<file path="config.mk">
export PLATFORM = sky130hd
export DESIGN_NAME = divider_timer_and_rtc_tick_core
export DESIGN_NICKNAME = d
export VERILOG_FILES = /design/src/hdl/dtrt_pkg.sv /design/src/hdl/dtrt_rtc_cascade.sv /design/src/hdl/dtrt_state.sv /design/src/hdl/divider_timer_and_rtc_tick_core.sv
export VERILOG_INCLUDE_DIRS = /design/src /design/src/hdl
export SDC_FILE = /design/constraint.sdc
export NUM_CORES = 1
export LEC_CHECK = 0
export BUFFER_PORTS_ARGS = -buffer_cell sky130_fd_sc_hd__buf_2
export CORE_MARGIN = 1
export CORE_UTILIZATION = 40
export DETAILED_ROUTE_END_ITERATION = 8
export RECOVER_POWER = 25
export SYNTH_ARGS = -nofsm -noshare
export SYNTH_HDL_FRONTEND = slang
export SYNTH_HIERARCHICAL = 1
export SYNTH_SLANG_ARGS = --single-unit
</file>
<file path="constraint.sdc">
create_clock -name clk -period 4.5 [get_ports clk]
set_input_delay 0.9 -clock clk [delete_from_list [all_inputs] [get_ports clk]]
set_output_delay 0.9 -clock clk [all_outputs]
set_load 0.03 [all_outputs]
</file>
<file path="src/hdl/divider_timer_and_rtc_tick_core_assert.svh">
// assertion macros shared by dtrt_state and the divider, timer and clock tick core
`ifndef DIVIDER_TIMER_AND_RTC_TICK_CORE_ASSERT_SVH
`define DIVIDER_TIMER_AND_RTC_TICK_CORE_ASSERT_SVH

`ifndef SYNTHESIS

// clocked check, masked while reset is active
`define DTRT_ASSERT_RST(lbl, clk, rst_n, prop, msg) \
  lbl: assert property (@(posedge clk) disable iff (!rst_n) prop) else $error(msg);

// clocked check that also holds during reset
`define DTRT_ASSERT_CLK(lbl, clk, prop, msg) \
  lbl: assert property (@(posedge clk) prop) else $error(msg);

`else

`define DTRT_ASSERT_RST(lbl, clk, rst_n, prop, msg)
`define DTRT_ASSERT_CLK(lbl, clk, prop, msg)

`endif

`endif

</file>
<file path="src/hdl/dtrt_pkg.sv">
// types and constants for the divider, timer and clock tick block
package dtrt_pkg;

  // configuration register indexes
  localparam logic [1:0] REG_RELOAD_VALUE = 2'd0;
  localparam logic [1:0] REG_TIMER_ENABLE = 2'd1;
  localparam logic [1:0] REG_TIMER_PERIOD = 2'd2;
  localparam logic [1:0] REG_RTC_ENABLE   = 2'd3;

  localparam int unsigned CFG_IDX_W  = 2;
  localparam int unsigned CFG_DATA_W = 13;

  // accumulator widths and limits
  localparam int unsigned DIV_ACC_W = 9;
  localparam int unsigned TIM_ACC_W = 13;
  localparam int unsigned RTC_ACC_W = 21;

  localparam logic [DIV_ACC_W-1:0] DIV_STEP = 9'd64;
  localparam logic [RTC_ACC_W-1:0] RTC_STEP = 21'd1048576;

  localparam logic [12:0] TIMER_PERIOD_RST = 13'd1024;

  // clock limits
  localparam logic [5:0] SEC_LAST  = 6'd59;
  localparam logic [5:0] MIN_LAST  = 6'd59;
  localparam logic [4:0] HOUR_LAST = 5'd23;

  // stream widths
  localparam int unsigned IN_TDATA_W  = 8;
  localparam int unsigned OUT_TDATA_W = 48;

  typedef struct packed {
    logic [7:0]  reload_value;
    logic        timer_enable;
    logic [12:0] timer_period;
    logic        rtc_enable;
  } dtrt_cfg_t;

  typedef struct packed {
    logic [7:0] days;
    logic [4:0] hours;
    logic [5:0] minutes;
    logic [5:0] seconds;
  } dtrt_clock_t;

  typedef struct packed {
    logic [7:0]  div_value;
    logic [7:0]  timer_value;
    logic        timer_irq;
    dtrt_clock_t clock;
  } dtrt_result_t;

endpackage

</file>
<file path="src/hdl/dtrt_rtc_cascade.sv">
// cascaded seconds, minutes, hours and days stepping logic
module dtrt_rtc_cascade (
  input  logic                 step,
  input  dtrt_pkg::dtrt_clock_t cur,
  output dtrt_pkg::dtrt_clock_t nxt
);

  logic sec_wrap;
  logic min_wrap;
  logic hour_wrap;
  logic min_step;
  logic hour_step;
  logic day_step;

  // carry chain between the digits
  assign sec_wrap  = (cur.seconds >= dtrt_pkg::SEC_LAST);
  assign min_wrap  = (cur.minutes >= dtrt_pkg::MIN_LAST);
  assign hour_wrap = (cur.hours >= dtrt_pkg::HOUR_LAST);
  assign min_step  = step && sec_wrap;
  assign hour_step = min_step && min_wrap;
  assign day_step  = hour_step && hour_wrap;

  // next digit values
  always_comb begin
    nxt = cur;
    if (step) begin
      nxt.seconds = sec_wrap ? 6'd0 : cur.seconds + 6'd1;
    end
    if (min_step) begin
      nxt.minutes = min_wrap ? 6'd0 : cur.minutes + 6'd1;
    end
    if (hour_step) begin
      nxt.hours = hour_wrap ? 5'd0 : cur.hours + 5'd1;
    end
    if (day_step) begin
      nxt.days = cur.days + 8'd1;
    end
  end

endmodule

</file>
<file path="src/hdl/dtrt_state.sv">
// accumulators and counters of the divider, timer and clock, one update per tick
`include "divider_timer_and_rtc_tick_core_assert.svh"

module dtrt_state (
  input  logic                   clk,
  input  logic                   rst_n,
  input  logic                   step,
  input  logic [5:0]             elapsed_cycles,
  input  dtrt_pkg::dtrt_cfg_t    cfg,
  output dtrt_pkg::dtrt_result_t res
);

  logic [dtrt_pkg::DIV_ACC_W-1:0] div_accum_r, div_accum_nxt;
  logic [dtrt_pkg::TIM_ACC_W-1:0] timer_accum_r, timer_accum_nxt;
  logic [dtrt_pkg::RTC_ACC_W-1:0] rtc_accum_r, rtc_accum_nxt;
  logic [7:0]                     div_count_r, div_count_nxt;
  logic [7:0]                     timer_count_r, timer_count_nxt;
  dtrt_pkg::dtrt_clock_t          clock_r, clock_nxt;

  logic [7:0]                     dt;
  logic [dtrt_pkg::DIV_ACC_W:0]   div_sum;
  logic [dtrt_pkg::DIV_ACC_W-1:0] div_sat;
  logic                           div_hit;
  logic [dtrt_pkg::TIM_ACC_W:0]   tim_sum;
  logic [dtrt_pkg::TIM_ACC_W-1:0] tim_sat;
  logic                           tim_hit;
  logic                           tim_wrap;
  logic [dtrt_pkg::RTC_ACC_W:0]   rtc_sum;
  logic [dtrt_pkg::RTC_ACC_W-1:0] rtc_sat;
  logic                           rtc_hit;
  logic                           irq;

  // elapsed count scaled by four
  assign dt = {elapsed_cycles, 2'b00};

  // divider: saturating add, step when strictly above 64
  assign div_sum = {1'b0, div_accum_r} + {{(dtrt_pkg::DIV_ACC_W-7){1'b0}}, dt};
  assign div_sat = div_sum[dtrt_pkg::DIV_ACC_W] ? '1 : div_sum[dtrt_pkg::DIV_ACC_W-1:0];
  assign div_hit = (div_sat > dtrt_pkg::DIV_STEP);
  assign div_accum_nxt = div_hit ? div_sat - dtrt_pkg::DIV_STEP : div_sat;
  assign div_count_nxt = div_hit ? div_count_r + 8'd1 : div_count_r;

  // timer: saturating add, step when strictly above the period
  assign tim_sum  = {1'b0, timer_accum_r} + {{(dtrt_pkg::TIM_ACC_W-7){1'b0}}, dt};
  assign tim_sat  = tim_sum[dtrt_pkg::TIM_ACC_W] ? '1 : tim_sum[dtrt_pkg::TIM_ACC_W-1:0];
  assign tim_hit  = cfg.timer_enable && (tim_sat > cfg.timer_period);
  assign tim_wrap = (timer_count_r == 8'hFF);
  assign irq      = tim_hit && tim_wrap;

  always_comb begin
    timer_accum_nxt = timer_accum_r;
    timer_count_nxt = timer_count_r;
    if (cfg.timer_enable) begin
      timer_accum_nxt = tim_hit ? tim_sat - cfg.timer_period : tim_sat;
    end
    if (tim_hit) begin
      timer_count_nxt = tim_wrap ? cfg.reload_value : timer_count_r + 8'd1;
    end
  end

  // clock: saturating add, step on reaching one full period
  assign rtc_sum = {1'b0, rtc_accum_r} + {{(dtrt_pkg::RTC_ACC_W-7){1'b0}}, dt};
  assign rtc_sat = rtc_sum[dtrt_pkg::RTC_ACC_W] ? '1 : rtc_sum[dtrt_pkg::RTC_ACC_W-1:0];
  assign rtc_hit = cfg.rtc_enable && (rtc_sat >= dtrt_pkg::RTC_STEP);

  always_comb begin
    rtc_accum_nxt = rtc_accum_r;
    if (cfg.rtc_enable) begin
      rtc_accum_nxt = rtc_hit ? rtc_sat - dtrt_pkg::RTC_STEP : rtc_sat;
    end
  end

  dtrt_rtc_cascade u_cascade (
    .step (rtc_hit),
    .cur  (clock_r),
    .nxt  (clock_nxt)
  );

  // state registers
  always_ff @(posedge clk) begin
    if (!rst_n) begin
      div_accum_r   <= '0;
      timer_accum_r <= '0;
      rtc_accum_r   <= '0;
      div_count_r   <= '0;
      timer_count_r <= '0;
      clock_r       <= '0;
    end else if (step) begin
      div_accum_r   <= div_accum_nxt;
      timer_accum_r <= timer_accum_nxt;
      rtc_accum_r   <= rtc_accum_nxt;
      div_count_r   <= div_count_nxt;
      timer_count_r <= timer_count_nxt;
      clock_r       <= clock_nxt;
    end
  end

  // values after this tick
  assign res.div_value   = div_count_nxt;
  assign res.timer_value = timer_count_nxt;
  assign res.timer_irq   = irq;
  assign res.clock       = clock_nxt;

  // checks
  `DTRT_ASSERT_RST(a_clock_range, clk, rst_n, (clock_r.seconds <= dtrt_pkg::SEC_LAST) && (clock_r.minutes <= dtrt_pkg::MIN_LAST) && (clock_r.hours <= dtrt_pkg::HOUR_LAST), "clock digit out of range")
  `DTRT_ASSERT_RST(a_div_hold, clk, rst_n, !step |=> (div_count_r == $past(div_count_r)) && (div_accum_r == $past(div_accum_r)), "divider moved without a tick")
  `DTRT_ASSERT_RST(a_timer_hold, clk, rst_n, (step && !cfg.timer_enable) |=> (timer_count_r == $past(timer_count_r)) && (timer_accum_r == $past(timer_accum_r)), "disabled timer moved")

endmodule

</file>
<file path="src/hdl/divider_timer_and_rtc_tick_core.sv">
// divider, timer and clock tick block: an accepted tick passes through the input register and
// the result register; throughput one tick word per cycle while the output is not stalled;
// the state update is a single pass between the input and result registers, with stored
// state fed back on each tick; synchronous active-low reset clears all accumulators,
// counters, valid flags and configuration (timer period resets to 1024, everything else to zero)
`include "divider_timer_and_rtc_tick_core_assert.svh"

module divider_timer_and_rtc_tick_core (
  input  logic                                clk,
  input  logic                                rst_n,
  // configuration write port
  input  logic                                cfg_we,
  input  logic [dtrt_pkg::CFG_IDX_W-1:0]      cfg_index,
  input  logic [dtrt_pkg::CFG_DATA_W-1:0]     cfg_data,
  // tick input
  input  logic                                in_tvalid,
  output logic                                in_tready,
  input  logic [dtrt_pkg::IN_TDATA_W-1:0]     in_tdata,   // [5:0] elapsed_cycles
  // result output
  output logic                                out_tvalid,
  input  logic                                out_tready,
  // [7:0] div_value, [15:8] timer_value, [21:16] rtc_seconds, [27:22] rtc_minutes,
  // [32:28] rtc_hours, [40:33] rtc_days
  output logic [dtrt_pkg::OUT_TDATA_W-1:0]    out_tdata,
  output logic                                out_tuser   // [0] timer_irq
);

  dtrt_pkg::dtrt_cfg_t    cfg_r;
  dtrt_pkg::dtrt_result_t res;
  dtrt_pkg::dtrt_result_t out_r;
  logic                   s1_valid_r;
  logic [5:0]             s1_dt_r;
  logic                   out_valid_r;
  logic                   s1_adv;
  logic                   step;

  // configuration registers
  always_ff @(posedge clk) begin
    if (!rst_n) begin
      cfg_r.reload_value <= '0;
      cfg_r.timer_enable <= 1'b0;
      cfg_r.timer_period <= dtrt_pkg::TIMER_PERIOD_RST;
      cfg_r.rtc_enable   <= 1'b0;
    end else if (cfg_we) begin
      unique case (cfg_index)
        dtrt_pkg::REG_RELOAD_VALUE: cfg_r.reload_value <= cfg_data[7:0];
        dtrt_pkg::REG_TIMER_ENABLE: cfg_r.timer_enable <= cfg_data[0];
        dtrt_pkg::REG_TIMER_PERIOD: cfg_r.timer_period <= cfg_data[12:0];
        dtrt_pkg::REG_RTC_ENABLE:   cfg_r.rtc_enable   <= cfg_data[0];
        default: ;
      endcase
    end
  end

  // handshake: the input stage moves on whenever the result register is empty or its word is taken
  assign s1_adv    = !out_valid_r || out_tready;
  assign step      = s1_valid_r && s1_adv;
  assign in_tready = !s1_valid_r || s1_adv;

  // input register
  always_ff @(posedge clk) begin
    if (!rst_n) begin
      s1_valid_r <= 1'b0;
    end else if (in_tready) begin
      s1_valid_r <= in_tvalid;
    end
  end

  always_ff @(posedge clk) begin
    if (in_tready && in_tvalid) begin
      s1_dt_r <= in_tdata[5:0];
    end
  end

  dtrt_state u_state (
    .clk            (clk),
    .rst_n          (rst_n),
    .step           (step),
    .elapsed_cycles (s1_dt_r),
    .cfg            (cfg_r),
    .res            (res)
  );

  // result register
  always_ff @(posedge clk) begin
    if (!rst_n) begin
      out_valid_r <= 1'b0;
    end else if (s1_adv) begin
      out_valid_r <= s1_valid_r;
    end
  end

  always_ff @(posedge clk) begin
    if (step) begin
      out_r <= res;
    end
  end

  // output packing
  assign out_tvalid = out_valid_r;
  assign out_tuser  = out_r.timer_irq;
  assign out_tdata  = {7'd0, out_r.clock.days, out_r.clock.hours, out_r.clock.minutes,
                       out_r.clock.seconds, out_r.timer_value, out_r.div_value};

  // checks
  `DTRT_ASSERT_RST(a_rise_from_s1, clk, rst_n, $rose(out_valid_r) |-> $past(s1_valid_r), "result word without a tick in the input stage")
  `DTRT_ASSERT_RST(a_stall_full, clk, rst_n, !in_tready |-> (s1_valid_r && out_valid_r && !out_tready), "input stalled with room left")
  `DTRT_ASSERT_RST(a_step_fills, clk, rst_n, step |=> out_valid_r, "processed tick did not reach the result register")

endmodule

</file>
======== Word-level counts from Yosys, hierarchy flattened ========
Cells that the tools add are included.
storage, ports and cells
  register bits after elaboration ......... 157
  input bits .............................. 28
  output and inout bits ................... 51
  logic and storage cells ................. 80
operators by class
  $add $sub $neg .......................... 12
  $lt $le $gt $ge ......................... 6
  eq/ne operators ......................... 4
  muxes and demuxes ....................... 16
  reduce and logical (&&, ||, !) cells .... 19
operators with widths
  operator                count
  $mux 21                 2
  $mux 8                  4
  $mux 13                 2
  $add 8x1->8 const B     3
  $mux 6                  4
  $add 21x8->22           1
  $ge 21x21->1 const B    1
  $sub 21x21->21 const B  1
  $mux 9                  2
  $add 13x8->14           1
  $gt 13x13->1            1
  $sub 13x13->13          1
  $add 6x1->6 const B     2
  $ge 6x6->1 const B      2
  $reduce_and 2->1        6
  $add 9x8->10            1
  $mux 5                  2
  $gt 9x7->1 const B      1
  $sub 9x7->9 const B     1
  $eq 8x8->1 const B      1
  $logic_and 1x1->1       8
  $add 5x1->5 const B     1
  $ge 5x5->1 const B      1
  $eq 2x2->1 const B      2
  4 further kinds         6

======== Longest topological paths before layout ========
  depth after elaboration ................. 8
  gate-level depth with buffers ........... 19
  gate-level depth less buffers ........... 17

======== Hierarchy ========
Netlist, hierarchy kept.
by module, submodules not included
  module                           instances  cells each  area an instance (um2)
  dtrt_state                       1          665         5,401.4
  divider_timer_and_rtc_tick_core  1          158         2,494.9
  dtrt_rtc_cascade                 1          99          695.7

======== Worst setup path before layout ========
No wires, ideal clock.
  path kind ............................... input -> register
  start ................................... in out_tready
  end ..................................... reg u_state/clock_r[8] in the netlist's numbering
  library setup time ...................... 0.128 ns
  arrival ................................. 4.072 ns
  slack ................................... 0.301 ns
  stages .................................. 6
  buffers on the path ..................... 2
  path through ............................ nor2b_1 -> nor2b_1 -> clkbuf_1 -> clkbuf_1 -> mux2i_1 -> nor2_1
between the ends
  cells in the longest elaborated chain, start to end .. 2
ends and longest elaborated chain
  item                  line                                   RTL
  from (decl)           divider_timer_and_rtc_tick_core.sv:21  input logic out_tready,
  $logic_or 1x1->1      divider_timer_and_rtc_tick_core.sv:56  assign s1_adv = !out_valid_r || out_tready;
  $logic_and 1x1->1     divider_timer_and_rtc_tick_core.sv:57  assign step = s1_valid_r && s1_adv;
  via step              divider_timer_and_rtc_tick_core.sv:35  logic step;
  to (signal assigned)  dtrt_state.sv:94                       clock_r <= clock_nxt;
  to (decl)             dtrt_state.sv:18                       dtrt_pkg::dtrt_clock_t clock_r, clock_nxt;
The timed path passes the listed nets, and every way through them passes these cells.
A chain may end at the register's enable or synchronous reset.

==> flow_metrics.py <==
metrics = {
    "status": {
        "status": "finished, violations left",
        "violations": "max-capacitance violations, max-slew violations",
    },
    "placement": {
        "placed_area_um2": 9105,
        "io_buffers": 69,
        "hpwl_um": 12340,
        "dpl.cell_count": 1229,
        "place_worst_setup_slack_ns": 0.2611,
        "routabilityCongestion": 0.8731,
    },
    "sta": {
        "setup_violations": 0,
        "drv_slew": 139,
        "rsz0062_at_grt": "no",
        "fin_crit_sh_pct": 91.38,
        "skew_ns": 0.008580,
        "whs_ns": 0.4560,
        "final.setup.tns_ns": 0,
        "tightest_slew_ns": 2.521,
        "timing.final.crit_period_ns": 4.112,
        "fin_ws_ns": 0.3877,
        "finalHoldViolations": 0,
        "slew_headroom_pct": -68.08,
        "fmax_mhz": 243.2,
    },
    "synth": {
        "synth-seq-area-share_pct": 41.71,
        "syn_area_per_cell_um2": 9.319,
        "synth.distinct_cells": 85,
        "synth.area.top_cells": "dfxtp_1, edfxtp_1, mux2i_1, ha_1, nand2_1",
        "yosysTopAreaCellShare_pct": 24.93,
        "synthSimpleGateAreaFrac_pct": 18.28,
        "yosysMostFrequentCell": "dfxtp_1",
        "ys.flop_type": "dfxtp_1",
        "synth-edff-count": 48,
        "synth.mux.area_fraction_pct": 8.038,
        "synth-seq-cells": 155,
        "yosys-top-cells-count": "dfxtp_1, nand2_1, nor2_1, mux2i_1, o21ai_0",
        "synth-async-reset-ratio_pct": 0,
        "synth_compound_area_share_pct": 16.16,
        "synth_fa_ha_area_share_pct": 6.611,
        "synth_top_family_by_area": "simple AND/OR/NAND/NOR gates",
        "synth_xor_area_share_pct": 4.471,
        "syn_inst": 922,
        "syn-cell-area_um2": 8592,
        "ys_warn_count": 6,
        "synth_area_leader_cell": "dfxtp_1",
    },
    "power": {
        "power.leakage_nw": 3.743,
        "vdd_drop_max_mv": 0.2628,
        "p_per_area_nw_per_um2": 350.9,
        "finalPower_mw": 3.412,
    },
    "final_layout": {
        "fin_cells": 1263,
        "final_area_um2": 9723,
        "fin_util_pct": 46.25,
        "drive_gt1_share_pct": 14.27,
        "final_nets": 1046,
        "antennaDiodeCount": 0,
        "area_growth_syn_to_layout_pct": 13.16,
    },
    "grt": {
        "grt_pass1_wl_um": 29570,
        "grt_max_degree": 49,
        "grt_pass1_vias": 6018,
        "grt.total_usage_pct": 16.69,
        "antenna_found_initial": 0,
        "overflow": 0,
        "gr-usage-met1_pct": 22.72,
        "met3_usage_pct": 3.252,
        "grt_use_met2_pct": 26.45,
        "top_usage_layer": "met2",
    },
    "worst_setup_path": {
        "crit_slowest_cell": "edfxtp_1",
        "cp.required_ns": 4.68,
        "crit_path_cell_trace": "ha_1 > inv_1 > fa_1 > nand2b_1 > a21oi_1 > o21ai_1 > nand2_1 > mux2_2 > ha_1 > a21o_1 > a21oi_1 > o21ai_1 > and4b_1 > nor2_1 > buf_4 > nand2_1 > mux2_2",
        "worstSetupStartpointType": "register",
        "crit_arrival_ns": 4.30,
        "cp_max_fo": 20,
        "worst-r2r-setup-slack_ns": 0.39,
        "max_stage_delay_ns": 0.40,
        "critical_path_class": "reg2reg",
        "end_kind": "register",
    },
    "clock_network": {
        "cts_tree": "yes",
        "worstSkewPairLatency_ns": 0.43,
        "cts_max_path_buffers": 2,
        "htreeDepth": 4,
        "cts.sinks": 155,
        "cts_buffers": 17,
        "cts.root.buffer_cell": "clkbuf_16",
        "clk_pin_slew_ns": 0.07,
        "hold_buffers": 0,
    },
    "route": {
        "wl_um": 17680,
        "vias_per_cell": 5.203,
        "routedWlPerCell_um": 14.00,
        "ant_nets": 0,
        "drc": 0,
        "drt_iter0_markers": 366,
        "firstDrtPassIters": 5,
        "num_vias": 6571,
    },
    "flow_run": {
        "maxCapViolations": 3,
    },
    "floorplanning": {
        "io_pins": 79,
        "dieArea_um2": 22070,
        "initial_core_util_pct": 40.87,
        "num_rows": 53,
        "core_um2": 21020,
        "dieHeight_um": 148.6,
        "die_x_um": 148.6,
    },
    "min_path": {
        "hold_class": "reg2reg",
    },
}
==> placed cells by master (no fill, tap or decap), types with 17 or more instances in the layout <==
cell type and count:
nand2_1 105, a21oi_1 45, and3_1 17, inv_1 32, nor3_1 17, dfxtp_1 107
xnor2_1 27, nor2_1 84, nand3_1 27, o21ai_0 49, a31oi_1 19, edfxtp_1 48
buf_2 64, mux2i_1 57, clkbuf_16 17, ha_1 39
==> flip-flops by register name, indices dropped and copies added, names as in the netlist <==
signal	count
out_tdata	41
u_state/clock_r	25
cfg_r	23
u_state/rtc_accum_r	19
u_state/timer_accum_r	13
u_state/div_accum_r	9
u_state/div_count_r	8
u_state/timer_count_r	8
s1_dt_r	6
out_tuser	1
out_tvalid	1
s1_valid_r	1
==> critical path: cells and delay by family (launching register included) <==
| kind | cells | cell delay, ns |
|---|---|---|
| adder cells (fa/ha/maj) | 3 | 0.97 |
| flip-flops | 1 | 0.40 |
| buffers and inverters | 2 | 0.27 |
| multiplexers | 2 | 0.69 |
| AO/OA/AOI/OAI | 5 | 0.82 |
| AND/OR/NAND/NOR | 5 | 0.71 |
==> cells by family after synthesis <==
kind of cell,after synthesis
muxes,67
xor gates and xnor gates,43
and+or+nand+nor,323
adders and majority gates,43
AOI/OAI and AO/OA,206
other,1
DFF,155
buffers and inverters,84
==> final timing paths <==
kind | cells after the start | to | start
worst min-delay path | 2 | cfg_r[4] | cfg_r[4]
worst max register to register | 17 | out_tdata[12] | s1_dt_r[0]
worst max-delay path | 17 | out_tdata[12] | s1_dt_r[0]
worst min register to register | 2 | cfg_r[4] | cfg_r[4]
==> routing by layer <==
layer	part of all wire, %	up-vias
met3	3.4	12
met4	0.92	0
met5	0	-
li1	-	3415
met1	50	3033
met2	45	111
==> final cells by class <==
type,instances,area (µm²)
Fill cell,1989,11300
Timing Repair Buffer,79,419.2
Sequential cell,155,3583
Inverter,33,123.9
Clock inverter,15,196.4
Clock buffer,17,425.4
Tap cell,275,344.1
Multi-Input combinational cell,689,4631
==> power breakdown <==
group / total [mW] / internal, mW / switching (mW)
Clock: 1.52 / 0.894 / 0.621
Sequential: 1.50 / 1.48 / 0.0221
Combinational: 0.393 / 0.144 / 0.249
Total: 3.41 / 2.52 / 0.892
==> what timing repair did <==
action	in CTS	in global routing
resized for setup	0	5
endpoints found under the setup margin	0	4
setup buffers	0	2
No activity file was read; power rests on OpenSTA's default activity.
